==> src/rtl/kit_pkg.sv <==
// ============================================================================
// kit_pkg
// Shared types and constants for the keyed item table: operation codes,
// result status codes, sequencer states and field widths.
// ============================================================================
`default_nettype none

package kit_pkg;

    // Field widths of the input and result words
    localparam int KEY_W    = 64;
    localparam int TYPE_W   = 16;
    localparam int AMT_W    = 32;
    localparam int OP_W     = 2;
    localparam int STATUS_W = 3;
    localparam int SLOT_W   = 4;
    localparam int COUNT_W  = 4;

    // Operation codes carried on the input word
    typedef enum logic [OP_W-1:0] {
        OP_INSERT = 2'd0,
        OP_REMOVE = 2'd1,
        OP_LOOKUP = 2'd2,
        OP_UNUSED = 2'd3
    } t_op;

    // Result status codes
    typedef enum logic [STATUS_W-1:0] {
        ST_INSERTED = 3'd0,
        ST_MERGED   = 3'd1,
        ST_FULL     = 3'd2,
        ST_BADKEY   = 3'd3,
        ST_REMOVED  = 3'd4,
        ST_NOTFOUND = 3'd5,
        ST_FOUND    = 3'd6
    } t_status;

    // Sequencer states
    typedef enum logic [2:0] {
        S_IDLE  = 3'd0,
        S_CHECK = 3'd1,
        S_SCAN  = 3'd2,
        S_SHIFT = 3'd3,
        S_DONE  = 3'd4
    } t_state;

endpackage

`default_nettype wire

==> src/rtl/kit_if.sv <==
// ============================================================================
// kit_in_if / kit_out_if
// Valid/ready channels for the keyed item table: command words in,
// result words out.
// ============================================================================
`default_nettype none

interface kit_in_if import kit_pkg::*; ();
    logic                    valid;
    logic                    ready;
    logic [OP_W-1:0]         operation;
    logic [KEY_W-1:0]        item_key;
    logic [TYPE_W-1:0]       item_type;
    logic signed [AMT_W-1:0] amount;

    modport source (output valid, output operation, output item_key,
                    output item_type, output amount, input ready);
    modport sink   (input valid, input operation, input item_key,
                    input item_type, input amount, output ready);
endinterface

interface kit_out_if import kit_pkg::*; ();
    logic                    valid;
    logic                    ready;
    logic [STATUS_W-1:0]     status;
    logic [SLOT_W-1:0]       slot;
    logic [TYPE_W-1:0]       found_type;
    logic signed [AMT_W-1:0] found_amount;
    logic [COUNT_W-1:0]      entry_count;
    logic                    saturated;

    modport source (output valid, output status, output slot, output found_type,
                    output found_amount, output entry_count, output saturated,
                    input ready);
    modport sink   (input valid, input status, input slot, input found_type,
                    input found_amount, input entry_count, input saturated,
                    output ready);
endinterface

`default_nettype wire

==> src/rtl/keyed_item_table.sv <==
// One word is in work at a time: the command is taken in S_IDLE and checked in
// S_CHECK, the slots are walked in S_SCAN, a remove closes the gap in S_SHIFT, and
// the result loads in S_DONE; a rejected command goes from S_CHECK to S_DONE. The next word is taken
// the cycle after the result loads; the single key compare walks one slot a cycle.
// Reset clears the fill count, the sequencer and the output valid; the entry
// memory is not cleared.
// ============================================================================
// keyed_item_table
// Fixed-capacity keyed table held packed in insertion order. A small
// sequencer walks the entry memory one slot per cycle through a shared
// key compare, then merges, appends, shifts down or reports the entry.
// ============================================================================
`default_nettype none

module keyed_item_table import kit_pkg::*; #(
    parameter int CAPACITY = 10
) (
    input  wire        i_clk,
    input  wire        i_rst_n,
    kit_in_if.sink     i_in,
    kit_out_if.source  o_out
);

    localparam int AW = (CAPACITY > 1) ? $clog2(CAPACITY) : 1;
    localparam int CW = $clog2(CAPACITY + 1);
    localparam logic [CW-1:0] CAP_C = CW'(CAPACITY);

    // Entry memory
    logic [KEY_W-1:0]        key_mem  [CAPACITY];
    logic [TYPE_W-1:0]       type_mem [CAPACITY];
    logic signed [AMT_W-1:0] amt_mem  [CAPACITY];

    logic [KEY_W-1:0]        r_rd_key;
    logic [TYPE_W-1:0]       r_rd_type;
    logic signed [AMT_W-1:0] r_rd_amt;

    // Sequencer and command registers
    t_state                  r_state, n_state;
    t_op                     r_op, n_op;
    logic [KEY_W-1:0]        r_key, n_key;
    logic [TYPE_W-1:0]       r_type, n_type;
    logic signed [AMT_W-1:0] r_amt, n_amt;
    logic [CW-1:0]           r_fill, n_fill;
    logic [CW-1:0]           r_idx, n_idx;

    // Pending result
    t_status                 r_status, n_status;
    logic [CW-1:0]           r_slot, n_slot;
    logic [TYPE_W-1:0]       r_ftype, n_ftype;
    logic signed [AMT_W-1:0] r_famt, n_famt;
    logic                    r_sat, n_sat;

    // Output register
    logic                    r_out_valid;
    t_status                 r_o_status;
    logic [CW-1:0]           r_o_slot;
    logic [TYPE_W-1:0]       r_o_ftype;
    logic signed [AMT_W-1:0] r_o_famt;
    logic [CW-1:0]           r_o_count;
    logic                    r_o_sat;

    // Memory control
    logic [AW-1:0]           w_raddr;
    logic [AW-1:0]           w_waddr;
    logic                    w_we_all;
    logic                    w_we_amt;
    logic signed [AMT_W-1:0] w_wamt;

    logic                    w_ready;
    logic                    w_load;
    logic                    w_out_free;
    logic                    w_hit;
    logic                    w_last;
    logic                    w_full;
    logic                    w_reject;
    logic [CW:0]             w_idx_inc;
    logic signed [AMT_W:0]   w_sum;
    logic signed [AMT_W-1:0] w_sum_sat;
    logic                    w_ovf;

    // Shared compare and saturating adder
    assign w_idx_inc  = {1'b0, r_idx} + 1'b1;
    assign w_hit      = (r_idx < r_fill) && (r_rd_key == r_key);
    assign w_last     = (w_idx_inc >= {1'b0, r_fill});
    assign w_full     = (r_fill == CAP_C);
    assign w_reject   = ((r_op == OP_INSERT) && (w_full || (r_key == '0)))
                        || (r_op == OP_UNUSED);
    assign w_sum      = {r_rd_amt[AMT_W-1], r_rd_amt} + {r_amt[AMT_W-1], r_amt};
    assign w_ovf      = (w_sum[AMT_W] != w_sum[AMT_W-1]);
    assign w_sum_sat  = w_ovf ? (w_sum[AMT_W] ? {1'b1, {(AMT_W-1){1'b0}}}
                                              : {1'b0, {(AMT_W-1){1'b1}}})
                              : w_sum[AMT_W-1:0];
    assign w_out_free = !r_out_valid || o_out.ready;

    // Next state
    always_comb begin
        n_state = r_state;
        case (r_state)
            S_IDLE: begin
                if (i_in.valid) n_state = S_CHECK;
            end
            S_CHECK: begin
                n_state = w_reject ? S_DONE : S_SCAN;
            end
            S_SCAN: begin
                if (w_hit) begin
                    n_state = ((r_op == OP_REMOVE) && !w_last) ? S_SHIFT : S_DONE;
                end else if (w_last) begin
                    n_state = S_DONE;
                end
            end
            S_SHIFT: begin
                if (w_last) n_state = S_DONE;
            end
            S_DONE: begin
                if (w_out_free) n_state = S_IDLE;
            end
            default: n_state = S_IDLE;
        endcase
    end

    // Datapath and memory control
    always_comb begin
        w_ready  = 1'b0;
        w_load   = 1'b0;
        w_raddr  = r_idx[AW-1:0];
        w_waddr  = r_idx[AW-1:0];
        w_we_all = 1'b0;
        w_we_amt = 1'b0;
        w_wamt   = r_amt;
        n_op     = r_op;
        n_key    = r_key;
        n_type   = r_type;
        n_amt    = r_amt;
        n_fill   = r_fill;
        n_idx    = r_idx;
        n_status = r_status;
        n_slot   = r_slot;
        n_ftype  = r_ftype;
        n_famt   = r_famt;
        n_sat    = r_sat;
        case (r_state)
            S_IDLE: begin
                // take the command word
                w_ready = 1'b1;
                if (i_in.valid) begin
                    n_op   = t_op'(i_in.operation);
                    n_key  = i_in.item_key;
                    n_type = i_in.item_type;
                    n_amt  = i_in.amount;
                    n_idx  = '0;
                end
            end
            S_CHECK: begin
                // start the read of slot 0 and preset a miss
                w_raddr  = '0;
                n_status = ST_NOTFOUND;
                n_slot   = '0;
                n_ftype  = '0;
                n_famt   = '0;
                n_sat    = 1'b0;
                if ((r_op == OP_INSERT) && w_full) begin
                    n_status = ST_FULL;
                end else if ((r_op == OP_INSERT) && (r_key == '0)) begin
                    n_status = ST_BADKEY;
                end
            end
            S_SCAN: begin
                if (w_hit) begin
                    n_slot = r_idx;
                    case (r_op)
                        OP_INSERT: begin
                            // merge with saturation
                            w_we_amt = 1'b1;
                            w_wamt   = w_sum_sat;
                            n_status = ST_MERGED;
                            n_famt   = w_sum_sat;
                            n_sat    = w_ovf;
                        end
                        OP_LOOKUP: begin
                            n_status = ST_FOUND;
                            n_ftype  = r_rd_type;
                            n_famt   = r_rd_amt;
                        end
                        OP_REMOVE: begin
                            n_status = ST_REMOVED;
                            if (w_last) begin
                                n_fill = r_fill - 1'b1;
                            end else begin
                                w_raddr = w_idx_inc[AW-1:0];
                                n_idx   = w_idx_inc[CW-1:0];
                            end
                        end
                        default: n_status = ST_NOTFOUND;
                    endcase
                end else if (w_last) begin
                    if (r_op == OP_INSERT) begin
                        // append at the end of the table
                        w_we_all = 1'b1;
                        w_waddr  = r_fill[AW-1:0];
                        n_status = ST_INSERTED;
                        n_slot   = r_fill;
                        n_famt   = r_amt;
                        n_fill   = r_fill + 1'b1;
                    end
                end else begin
                    // advance to the next slot
                    w_raddr = w_idx_inc[AW-1:0];
                    n_idx   = w_idx_inc[CW-1:0];
                end
            end
            S_SHIFT: begin
                // move the entry at r_idx down one slot
                w_we_all = 1'b1;
                w_waddr  = AW'(r_idx - 1'b1);
                if (w_last) begin
                    n_fill = r_fill - 1'b1;
                end else begin
                    w_raddr = w_idx_inc[AW-1:0];
                    n_idx   = w_idx_inc[CW-1:0];
                end
            end
            S_DONE: begin
                w_load = w_out_free;
            end
            default: w_ready = 1'b0;
        endcase
    end

    // Entry memory: one write port, one registered read port
    always_ff @(posedge i_clk) begin
        if (w_we_all) begin
            if (r_state == S_SHIFT) begin
                key_mem[w_waddr]  <= r_rd_key;
                type_mem[w_waddr] <= r_rd_type;
                amt_mem[w_waddr]  <= r_rd_amt;
            end else begin
                key_mem[w_waddr]  <= r_key;
                type_mem[w_waddr] <= r_type;
                amt_mem[w_waddr]  <= r_amt;
            end
        end else if (w_we_amt) begin
            amt_mem[w_waddr] <= w_wamt;
        end
        r_rd_key  <= key_mem[w_raddr];
        r_rd_type <= type_mem[w_raddr];
        r_rd_amt  <= amt_mem[w_raddr];
    end

    // Control state
    always_ff @(posedge i_clk) begin
        if (!i_rst_n) begin
            r_state     <= S_IDLE;
            r_fill      <= '0;
            r_out_valid <= 1'b0;
        end else begin
            r_state <= n_state;
            r_fill  <= n_fill;
            if (w_load) begin
                r_out_valid <= 1'b1;
            end else if (o_out.ready) begin
                r_out_valid <= 1'b0;
            end
        end
    end

    // Command, pending result and output payload
    always_ff @(posedge i_clk) begin
        r_op     <= n_op;
        r_key    <= n_key;
        r_type   <= n_type;
        r_amt    <= n_amt;
        r_idx    <= n_idx;
        r_status <= n_status;
        r_slot   <= n_slot;
        r_ftype  <= n_ftype;
        r_famt   <= n_famt;
        r_sat    <= n_sat;
        if (w_load) begin
            r_o_status <= r_status;
            r_o_slot   <= r_slot;
            r_o_ftype  <= r_ftype;
            r_o_famt   <= r_famt;
            r_o_count  <= r_fill;
            r_o_sat    <= r_sat;
        end
    end

    assign i_in.ready         = w_ready;
    assign o_out.valid        = r_out_valid;
    assign o_out.status       = r_o_status;
    assign o_out.slot         = SLOT_W'(r_o_slot);
    assign o_out.found_type   = r_o_ftype;
    assign o_out.found_amount = r_o_famt;
    assign o_out.entry_count  = COUNT_W'(r_o_count);
    assign o_out.saturated    = r_o_sat;

    // Fill count never passes capacity
    a_fill_bound: assert property (@(posedge i_clk) disable iff (!i_rst_n)
        r_fill <= CAP_C)
        else $error("fill count above capacity");

    // A rejected command leaves the fill count alone
    a_reject_keeps_fill: assert property (@(posedge i_clk) disable iff (!i_rst_n)
        (r_state == S_CHECK && w_reject) |=> r_fill == $past(r_fill))
        else $error("rejected command changed fill count");

    // The search index stays inside the filled part of the table
    a_scan_in_range: assert property (@(posedge i_clk) disable iff (!i_rst_n)
        (r_state == S_SCAN && r_fill != '0) |-> r_idx < r_fill)
        else $error("search index beyond fill count");

    // Finishing a shift drops exactly one entry
    a_shift_drops_one: assert property (@(posedge i_clk) disable iff (!i_rst_n)
        (r_state == S_SHIFT && w_last) |=> r_fill == CW'($past(r_fill) - 1'b1))
        else $error("remove did not drop one entry");

endmodule

`default_nettype wire

==> src/flat_wrapper.sv <==
// flat-port wrapper written by rule: the top's interface ports become plain ports
module keyed_item_table_flat import kit_pkg::*;
#(
    parameter int CAPACITY = 10
)
  (i_clk, i_rst_n, i_in_valid, i_in_operation, i_in_item_key, i_in_item_type, i_in_amount, i_in_ready, o_out_valid, o_out_status, o_out_slot, o_out_found_type, o_out_found_amount, o_out_entry_count, o_out_saturated, o_out_ready);
  kit_in_if i_in_i ();
  kit_out_if o_out_i ();
  input  wire i_clk;
  input  wire i_rst_n;
  input wire logic [$bits(i_in_i.valid)-1:0] i_in_valid;
  input wire logic [$bits(i_in_i.operation)-1:0] i_in_operation;
  input wire logic [$bits(i_in_i.item_key)-1:0] i_in_item_key;
  input wire logic [$bits(i_in_i.item_type)-1:0] i_in_item_type;
  input wire logic [$bits(i_in_i.amount)-1:0] i_in_amount;
  output wire logic [$bits(i_in_i.ready)-1:0] i_in_ready;
  output wire logic [$bits(o_out_i.valid)-1:0] o_out_valid;
  output wire logic [$bits(o_out_i.status)-1:0] o_out_status;
  output wire logic [$bits(o_out_i.slot)-1:0] o_out_slot;
  output wire logic [$bits(o_out_i.found_type)-1:0] o_out_found_type;
  output wire logic [$bits(o_out_i.found_amount)-1:0] o_out_found_amount;
  output wire logic [$bits(o_out_i.entry_count)-1:0] o_out_entry_count;
  output wire logic [$bits(o_out_i.saturated)-1:0] o_out_saturated;
  input wire logic [$bits(o_out_i.ready)-1:0] o_out_ready;
  assign i_in_i.valid = i_in_valid;
  assign i_in_i.operation = i_in_operation;
  assign i_in_i.item_key = i_in_item_key;
  assign i_in_i.item_type = i_in_item_type;
  assign i_in_i.amount = i_in_amount;
  assign i_in_ready = i_in_i.ready;
  assign o_out_valid = o_out_i.valid;
  assign o_out_status = o_out_i.status;
  assign o_out_slot = o_out_i.slot;
  assign o_out_found_type = o_out_i.found_type;
  assign o_out_found_amount = o_out_i.found_amount;
  assign o_out_entry_count = o_out_i.entry_count;
  assign o_out_saturated = o_out_i.saturated;
  assign o_out_i.ready = o_out_ready;
  keyed_item_table #(.CAPACITY(CAPACITY)) u_core (.i_clk(i_clk), .i_rst_n(i_rst_n), .i_in(i_in_i), .o_out(o_out_i));
endmodule
==> config.mk <==
export PLATFORM = sky130hd
export DESIGN_NAME = keyed_item_table_flat
export DESIGN_NICKNAME = d
export VERILOG_FILES = /design/src/rtl/kit_pkg.sv /design/src/rtl/kit_if.sv /design/src/rtl/keyed_item_table.sv /design/src/flat_wrapper.sv
export SDC_FILE = /design/constraint.sdc
export NUM_CORES = 2
export LEC_CHECK = 0
export BUFFER_PORTS_ARGS = -buffer_cell sky130_fd_sc_hd__buf_4
export CAP_MARGIN = 20
export CELL_PAD_IN_SITES_DETAIL_PLACEMENT = 0
export CELL_PAD_IN_SITES_GLOBAL_PLACEMENT = 1
export CORE_MARGIN = 2
export CORE_UTILIZATION = 45
export DETAILED_ROUTE_END_ITERATION = 7
export PLACE_DENSITY_LB_ADDON = 0.08
export SLEW_MARGIN = 30
export SYNTH_ARGS = -nofsm -noshare
export SYNTH_HDL_FRONTEND = slang
export SYNTH_SLANG_ARGS = --single-unit
==> constraint.sdc <==
create_clock -name i_clk -period 28.2 [get_ports i_clk]
set_input_delay 4.23 -clock i_clk [delete_from_list [all_inputs] [get_ports i_clk]]
set_output_delay 4.23 -clock i_clk [all_outputs]
set_load 0.05 [all_outputs]
Word level (Yosys, flattened, before mapping)
Memory sizes are Yosys's and may differ from the RTL's. A register that Yosys moved wholly into a read port is not among the register bits.
Cells that the tools add are included.
{"block": "totals", "regBits": 242, "ramBits": 1120, "input_bits": 118, "output_inout_bits": 62, "mem_count": 3}
{"memory": "u_core.key_mem", "depth": 10, "word_bits": 64, "rd": 1, "rd_clocked_by_memory_dff": 1, "write_ports": 1, "line": "keyed_item_table.sv:29", "source": "logic [KEY_W-1:0] key_mem [CAPACITY];"}
{"memory": "u_core.amt_mem", "depth": 10, "word_bits": 32, "rd": 1, "rd_clocked_by_memory_dff": 1, "write_ports": 1, "line": "keyed_item_table.sv:31", "source": "logic signed [AMT_W-1:0] amt_mem [CAPACITY];"}
{"memory": "u_core.type_mem", "depth": 10, "word_bits": 16, "rd": 1, "rd_clocked_by_memory_dff": 1, "write_ports": 1, "line": "keyed_item_table.sv:30", "source": "logic [TYPE_W-1:0] type_mem [CAPACITY];"}
{"block": "op_classes", "addsub": 5, "n_lt_le_gt_ge": 2, "eq_ne": 19, "mux": 73, "bitwise": 4, "reduce_logical": 25}
{"operator": "$mux W32", "n": 10}
{"operator": "$pmux W32 S2", "n": 2}
{"operator": "$eq A64 B64 Y1", "n": 1}
{"operator": "$logic_not A64 Y1", "n": 1}
{"operator": "$mux W64", "n": 1}
{"operator": "$mux W4", "n": 15}
{"operator": "$mux W16", "n": 3}
{"operator": "$add A32 B32 Y33", "n": 1}
{"operator": "$mux W3", "n": 11}
{"operator": "$pmux W16 S2", "n": 1}
{"operator": "$pmux W4 S2", "n": 3}
{"operator": "$pmux W4 S3", "n": 2}
{"operator": "$mux W1", "n": 20}
{"operator": "$pmux W3 S5", "n": 1}
{"operator": "$pmux W3 S3", "n": 1}
{"operator": "$reduce_and A3 Y1", "n": 3}
{"operator": "$reduce_and A4 Y1", "n": 2}
{"operator": "$sub A4 B1 Y4 const B", "n": 2}
{"operator": "$eq A3 B2 Y1 const B", "n": 2}
{"operator": "$ne A2 B1 Y1 const B", "n": 3}
{"operator": "$ne A3 B1 Y1 const B", "n": 2}
{"operator": "$pmux W3 S2", "n": 1}
{"operator": "$reduce_and A2 Y1", "n": 3}
{"operator": "$reduce_bool A2 Y1", "n": 3}
{"operator": "21 further kinds", "n": 34}

Depth between registers and ports, before layout
{"block": "logic_depth", "depth_word": 9, "mapped_depth": 17, "ltp_nobuf": 12}

Least setup slack after synthesis
OpenSTA, ideal clock, no wires.
{"block": "synth_timing", "path_kind": "flip-flop to flip-flop", "startpoint": "register u_core.r_idx[0]", "endpoint": "memory u_core.key_mem[3][0] (enable)", "setup_ns": 0.617, "arrival_ns": 8.605, "slack_ns": 18.978, "stages_incl_launch_ff": 14, "path_buffers": 1, "path_cell_list": "edfxtp_1 clkbuf_1 inv_1 ha_1 ha_1 a21boi_0 o21a_1 o21a_1 o31ai_1 a31oi_1 mux2_2 o221ai_1 nand2_1 nor3_1"}
{"block": "synth_via", "elab_chain_len": 8}
{"element": "start: declaration", "line": "keyed_item_table.sv:44", "source": "logic [CW-1:0] r_idx, n_idx;"}
{"element": "start signal: assignment", "line": "keyed_item_table.sv:273", "source": "r_idx <= n_idx;"}
{"element": "$add A4 B1 Y5", "line": "keyed_item_table.sv:82", "source": "assign w_idx_inc = {1'b0, r_idx} + 1'b1;"}
{"element": "$ge A5 B4 Y1", "line": "keyed_item_table.sv:84", "source": "assign w_last = (w_idx_inc >= {1'b0, r_fill});"}
{"element": "$mux W1", "line": "keyed_item_table.sv:196", "source": "end else if (w_last) begin"}
{"element": "$mux W1", "line": "keyed_item_table.sv:169", "source": "if (w_hit) begin"}
{"element": "$pmux W1 S2", "line": "keyed_item_table.sv:142", "source": "case (r_state)"}
{"element": "$mux W1", "line": "keyed_item_table.sv:232", "source": "if (w_we_all) begin"}
{"element": "$mux W1, on equally long branches", "line": "keyed_item_table.sv:234, keyed_item_table.sv:238"}
{"element": "$or A1 B1 Y1 (no line)"}
{"element": "end: declaration", "line": "keyed_item_table.sv:29"}
Parallel ways exist; a longest one is shown, timed or not.

Worst setup path after layout
{"block": "layout_timing", "startpoint": "register u_core.r_key[51]", "endpoint": "register u_core.r_rd_key[55], read port of u_core.key_mem"}
{"block": "layout_via", "elab_chain_len": 4}
{"element": "start: declaration", "line": "keyed_item_table.sv:40", "source": "logic [KEY_W-1:0] r_key, n_key;"}
{"element": "start signal: assignment", "line": "keyed_item_table.sv:270", "source": "r_key <= n_key;"}
{"element": "$eq A64 B64 Y1", "line": "keyed_item_table.sv:83", "source": "assign w_hit = (r_idx < r_fill) && (r_rd_key == r_key);"}
{"element": "$logic_and A1 B1 Y1", "line": "keyed_item_table.sv:83"}
{"element": "$mux W4", "line": "keyed_item_table.sv:169"}
{"element": "$pmux W4 S3", "line": "keyed_item_table.sv:142"}
{"element": "end: declaration", "line": "keyed_item_table.sv:33", "source": "logic [KEY_W-1:0] r_rd_key;"}
No other way between the ends.
A chain may end at the register's enable or synchronous reset.

==> flow_summary.toml <==
[place]
place_congestion = 0.8364
port-buffer-count = 179
placedCellCount = 5512
place.detailed.hpwl_mm = 91.41

[synthesis]
synth.top_cell.area_share_pct = 68.27
synth_sequential_area_ratio_pct = 72.31
synthDominantAreaCellType = "edfxtp_1"
synthTopCellsByArea = "edfxtp_1 (68%), mux2_2 (5.7%), dfxtp_1 (4.0%)"
number_of_nets_in_the_synthesized_netlist = 3914
syn-mean-instance-area_um2 = 15.90
yosys.cell_types.count = 72
synth_enable_flop_cells = 1354
synthCells = 3745
mappedNetlistArea_um2 = 59550
ys.warnings.count = 0
async_flop_share_pct = 0
synth.ff_latch_count = 1474
dominantRegCellSynth = "edfxtp_1"

[global_route]
global_route.peak_usage_layer = "met2"
globalRoute.totalOverflow = 0
grt_antenna_before_repair = 4
use_met2_pct = 38.82
wire_length_of_the_first_global_routing_pass_mm = 235.7
met1_use_gr_pct = 32.29
grt_max_degree = 171
met3_usage_pct = 3.732
vias_in_the_first_global_route = 34677
track_usage_pct = 23.61

[setup_path]
setup.reg_to_reg.worst_slack_ns = 21.32
setup.worst_path.end_class = "register"
critPathKind = "reg2reg"
cp_data_required_time_ns = 28.82
critPathLaunchType = "register"
critical_path.reg2reg.startpoint = "u_core.r_key[51]"
r2r_end = "u_core.r_rd_key[55]"
endpoint = "u_core.r_rd_key[55]"
r2r_cells = 13
path_max_fanout = 116
arrival_ns = 7.50
timing.critical_path.from = "u_core.r_key[51]"

[detailed_routing]
detail_route.wirelength_mm = 161.6
drt.antenna.violating_nets = 0
wire_per_inst_um = 27.80
detailedRoute.firstPassIterationCount = 5
remaining_drc_errors = 0
drt_iter0_markers = 2802
via_count = 34492
mean_number_of_vias_per_cell = 5.935

[die]
top_level_ports = 180
core_area_um2 = 131500
fp.dieArea_um2 = 135300
floorplan.initialDensity_pct = 45.30
dieHeight_um = 367.8
dieWidth_um = 367.8
rows = 133

[clocking]
tritoncts_clock_tree = "built"
source_to_sink_clock_delay_at_the_later_pin_of_the_worst_skew_pair_ns = 0.79
clock-sinks = 1474
clk_buf_depth = 3
post_cts_hold_buffer_count = 0
number_of_buffers_created_by_cts = 157
post-cts-setup-buffer-count = 0
cts.repair.resized = 0
clkTransAtPathRegs_ns = 0.06
ctsHtreeMaxLevel = 4
clock-root-buffer = "clkbuf_16"

[finish]
layout.cells.most_common = "edfxtp_1"
ff_latch_area_um2 = 43060
flow.area_growth_from_synthesis_pct = 14.76
multi_input_comb_area_um2 = 15670
final_net_count = 4092
n_fill_cell = 10842
most_used_cells_in_the_layout_excluding_fill_and_tap_cells = "edfxtp_1 (1354), mux2_2 (300), buf_4 (250)"
finalNonFillerCells = 5812
drive_gt1_share_pct = 21.33

[timing]
finalSetupViolations = 0
finalWorstPathRequiredPeriod_ns = 6.883
max-slew-margin-rel_pct = 33.61
setup-tns-final_ns = 0
peak_freq_ghz = 0.1453
setup_repair_after_global_routing_missed_its_margin = "false"
min_period_over_period_pct = 24.41
tightest_slew_ns = 0.9958
final-max-slew-violation-count = 0
report.final.hold_viol_count = 0
finalClockSkew_ns = 0.02728
fin_worst_hold_slack_ns = 0.4158

[status]
status = "finished clean"

[power]
clockPowerShare_pct = 35.2
power.share.sequential_pct = 47.2
max-vdd-ir-drop_mv = 0.05664
power-per-cell-area_nw_per_um2 = 84.96
cell_internal_pwr_uw = 4172
share_comb_of_total_power_pct = 17.6
p_leak_uw = 0.02302
power.net_switching_uw = 1635
switching_share_pct = 28.15

[worst_hold_path]
min-delay-path-class = "reg2reg"

[job]
maxCapViolCount = 0
-- metrics by stage --
step | util [%] | instance area (µm²) | setup slack (ns) | power (µW)
floorplan | - | 59550 | 18.98 | 3405
global placement | 47.83 | 62890 | 20.88 | 3756
detailed placement | 47.90 | 62980 | 21.30 | 3789
CTS | 51.82 | 68130 | 21.20 | 5834
global route | 51.98 | 68340 | 21.00 | 6035
finish | 51.99 | 68340 | 21.32 | 5807
-- flip-flops by register name, summed over array words and instances (netlist names), 4 cells and up --
signal	count
u_core.r_slot	4
u_core.key_mem	640
u_core.r_ftype	16
u_core.r_amt	32
u_core.r_rd_amt	32
u_core.r_fill	4
u_core.o_out.slot	4
u_core.r_rd_key	64
u_core.r_rd_type	16
u_core.o_out.found_amount	32
u_core.r_key	64
u_core.o_out.entry_count	4
u_core.type_mem	160
u_core.r_type	16
u_core.o_out.found_type	16
u_core.r_famt	32
u_core.r_idx	4
u_core.amt_mem	320
-- cell usage after synthesis, drive strengths merged, types with 10 or more instances --
library cell,count
o21bai,29
nand2,179
a211oi,10
a221oi,14
o21a,13
nor3,110
nand3,24
clkbuf,185
nor2b,135
and3,48
a31oi,23
o31ai,28
mux2i,201
nand2b,10
ha,50
o22ai,123
o32ai,25
xnor2,26
dfxtp,120
xor2,38
nor4,54
a2111oi,230
buf,58
nor2,75
inv,41
o21ai,62
nand4,16
a21oi,74
a21o,13
edfxtp,1354
mux2,300
-- per-layer routing --
layer  up-vias  part of all wire [%]
li1      15320                     -
met2      1079                    48
met4         0                   2.9
met1     17865                    43
met3       228                   5.6
met5         -                     0
-- area by class of cell --
class,instances,share of cell area [%]
Sequential cell,1474,63.01
Multi-Input combinational cell,1987,22.92
Clock buffer,212,6.455
Tap cell,1755,3.213
Timing Repair Buffer,262,3.072
Clock inverter,79,1.087
Inverter,41,0.2325
Antenna cell,2,0.007323
-- worst min-delay path by stage --
stage	startpoint	endpoint	slack, ns	cells after the start
floorplan	u_core.r_famt[0]	u_core.o_out.found_amount[0]	0.40	0
CTS	u_core.r_famt[14]	u_core.o_out.found_amount[14]	0.42	0
detailed placement	u_core.r_famt[14]	u_core.o_out.found_amount[14]	0.40	0
global route	u_core.r_famt[1]	u_core.o_out.found_amount[1]	0.42	0
global placement	u_core.r_famt[1]	u_core.o_out.found_amount[1]	0.40	0
finish	u_core.r_famt[31]	u_core.o_out.found_amount[31]	0.42	0
-- logic make-up after synthesis --
logic type,count (synthesis),share of synthesized area [%]
buf+inv,284,2.021
xor+xnor,64,0.9412
flops,1474,72.31
mux,501,9.051
compound gates,692,8.689
fa+ha+maj,51,1.084
simple gates,679,5.908
-- critical path, cell delays in order (launching register included) --
cell and delay [ns]:
edfxtp_1 0.57, xor2_1 0.27, nor4_2 0.68, nand4_1 0.25
nor4_4 0.79, nand4_4 0.35, a221oi_4 0.40, buf_4 0.71
buf_12 0.39, buf_16 0.45, buf_6 0.65, mux2i_1 0.15
mux2_2 0.28, a2111oi_1 0.49
-- power groups by stage --
stage	Sequential (µW)	Combinational, µW	Clock, µW
floorplan	2740	663	0
finish	2740	1020	2040
CTS	2740	1010	2080
global route	2750	1110	2180
detailed placement	2790	1000	0
global placement	2790	969	0
No activity file was read; power rests on OpenSTA's default activity.
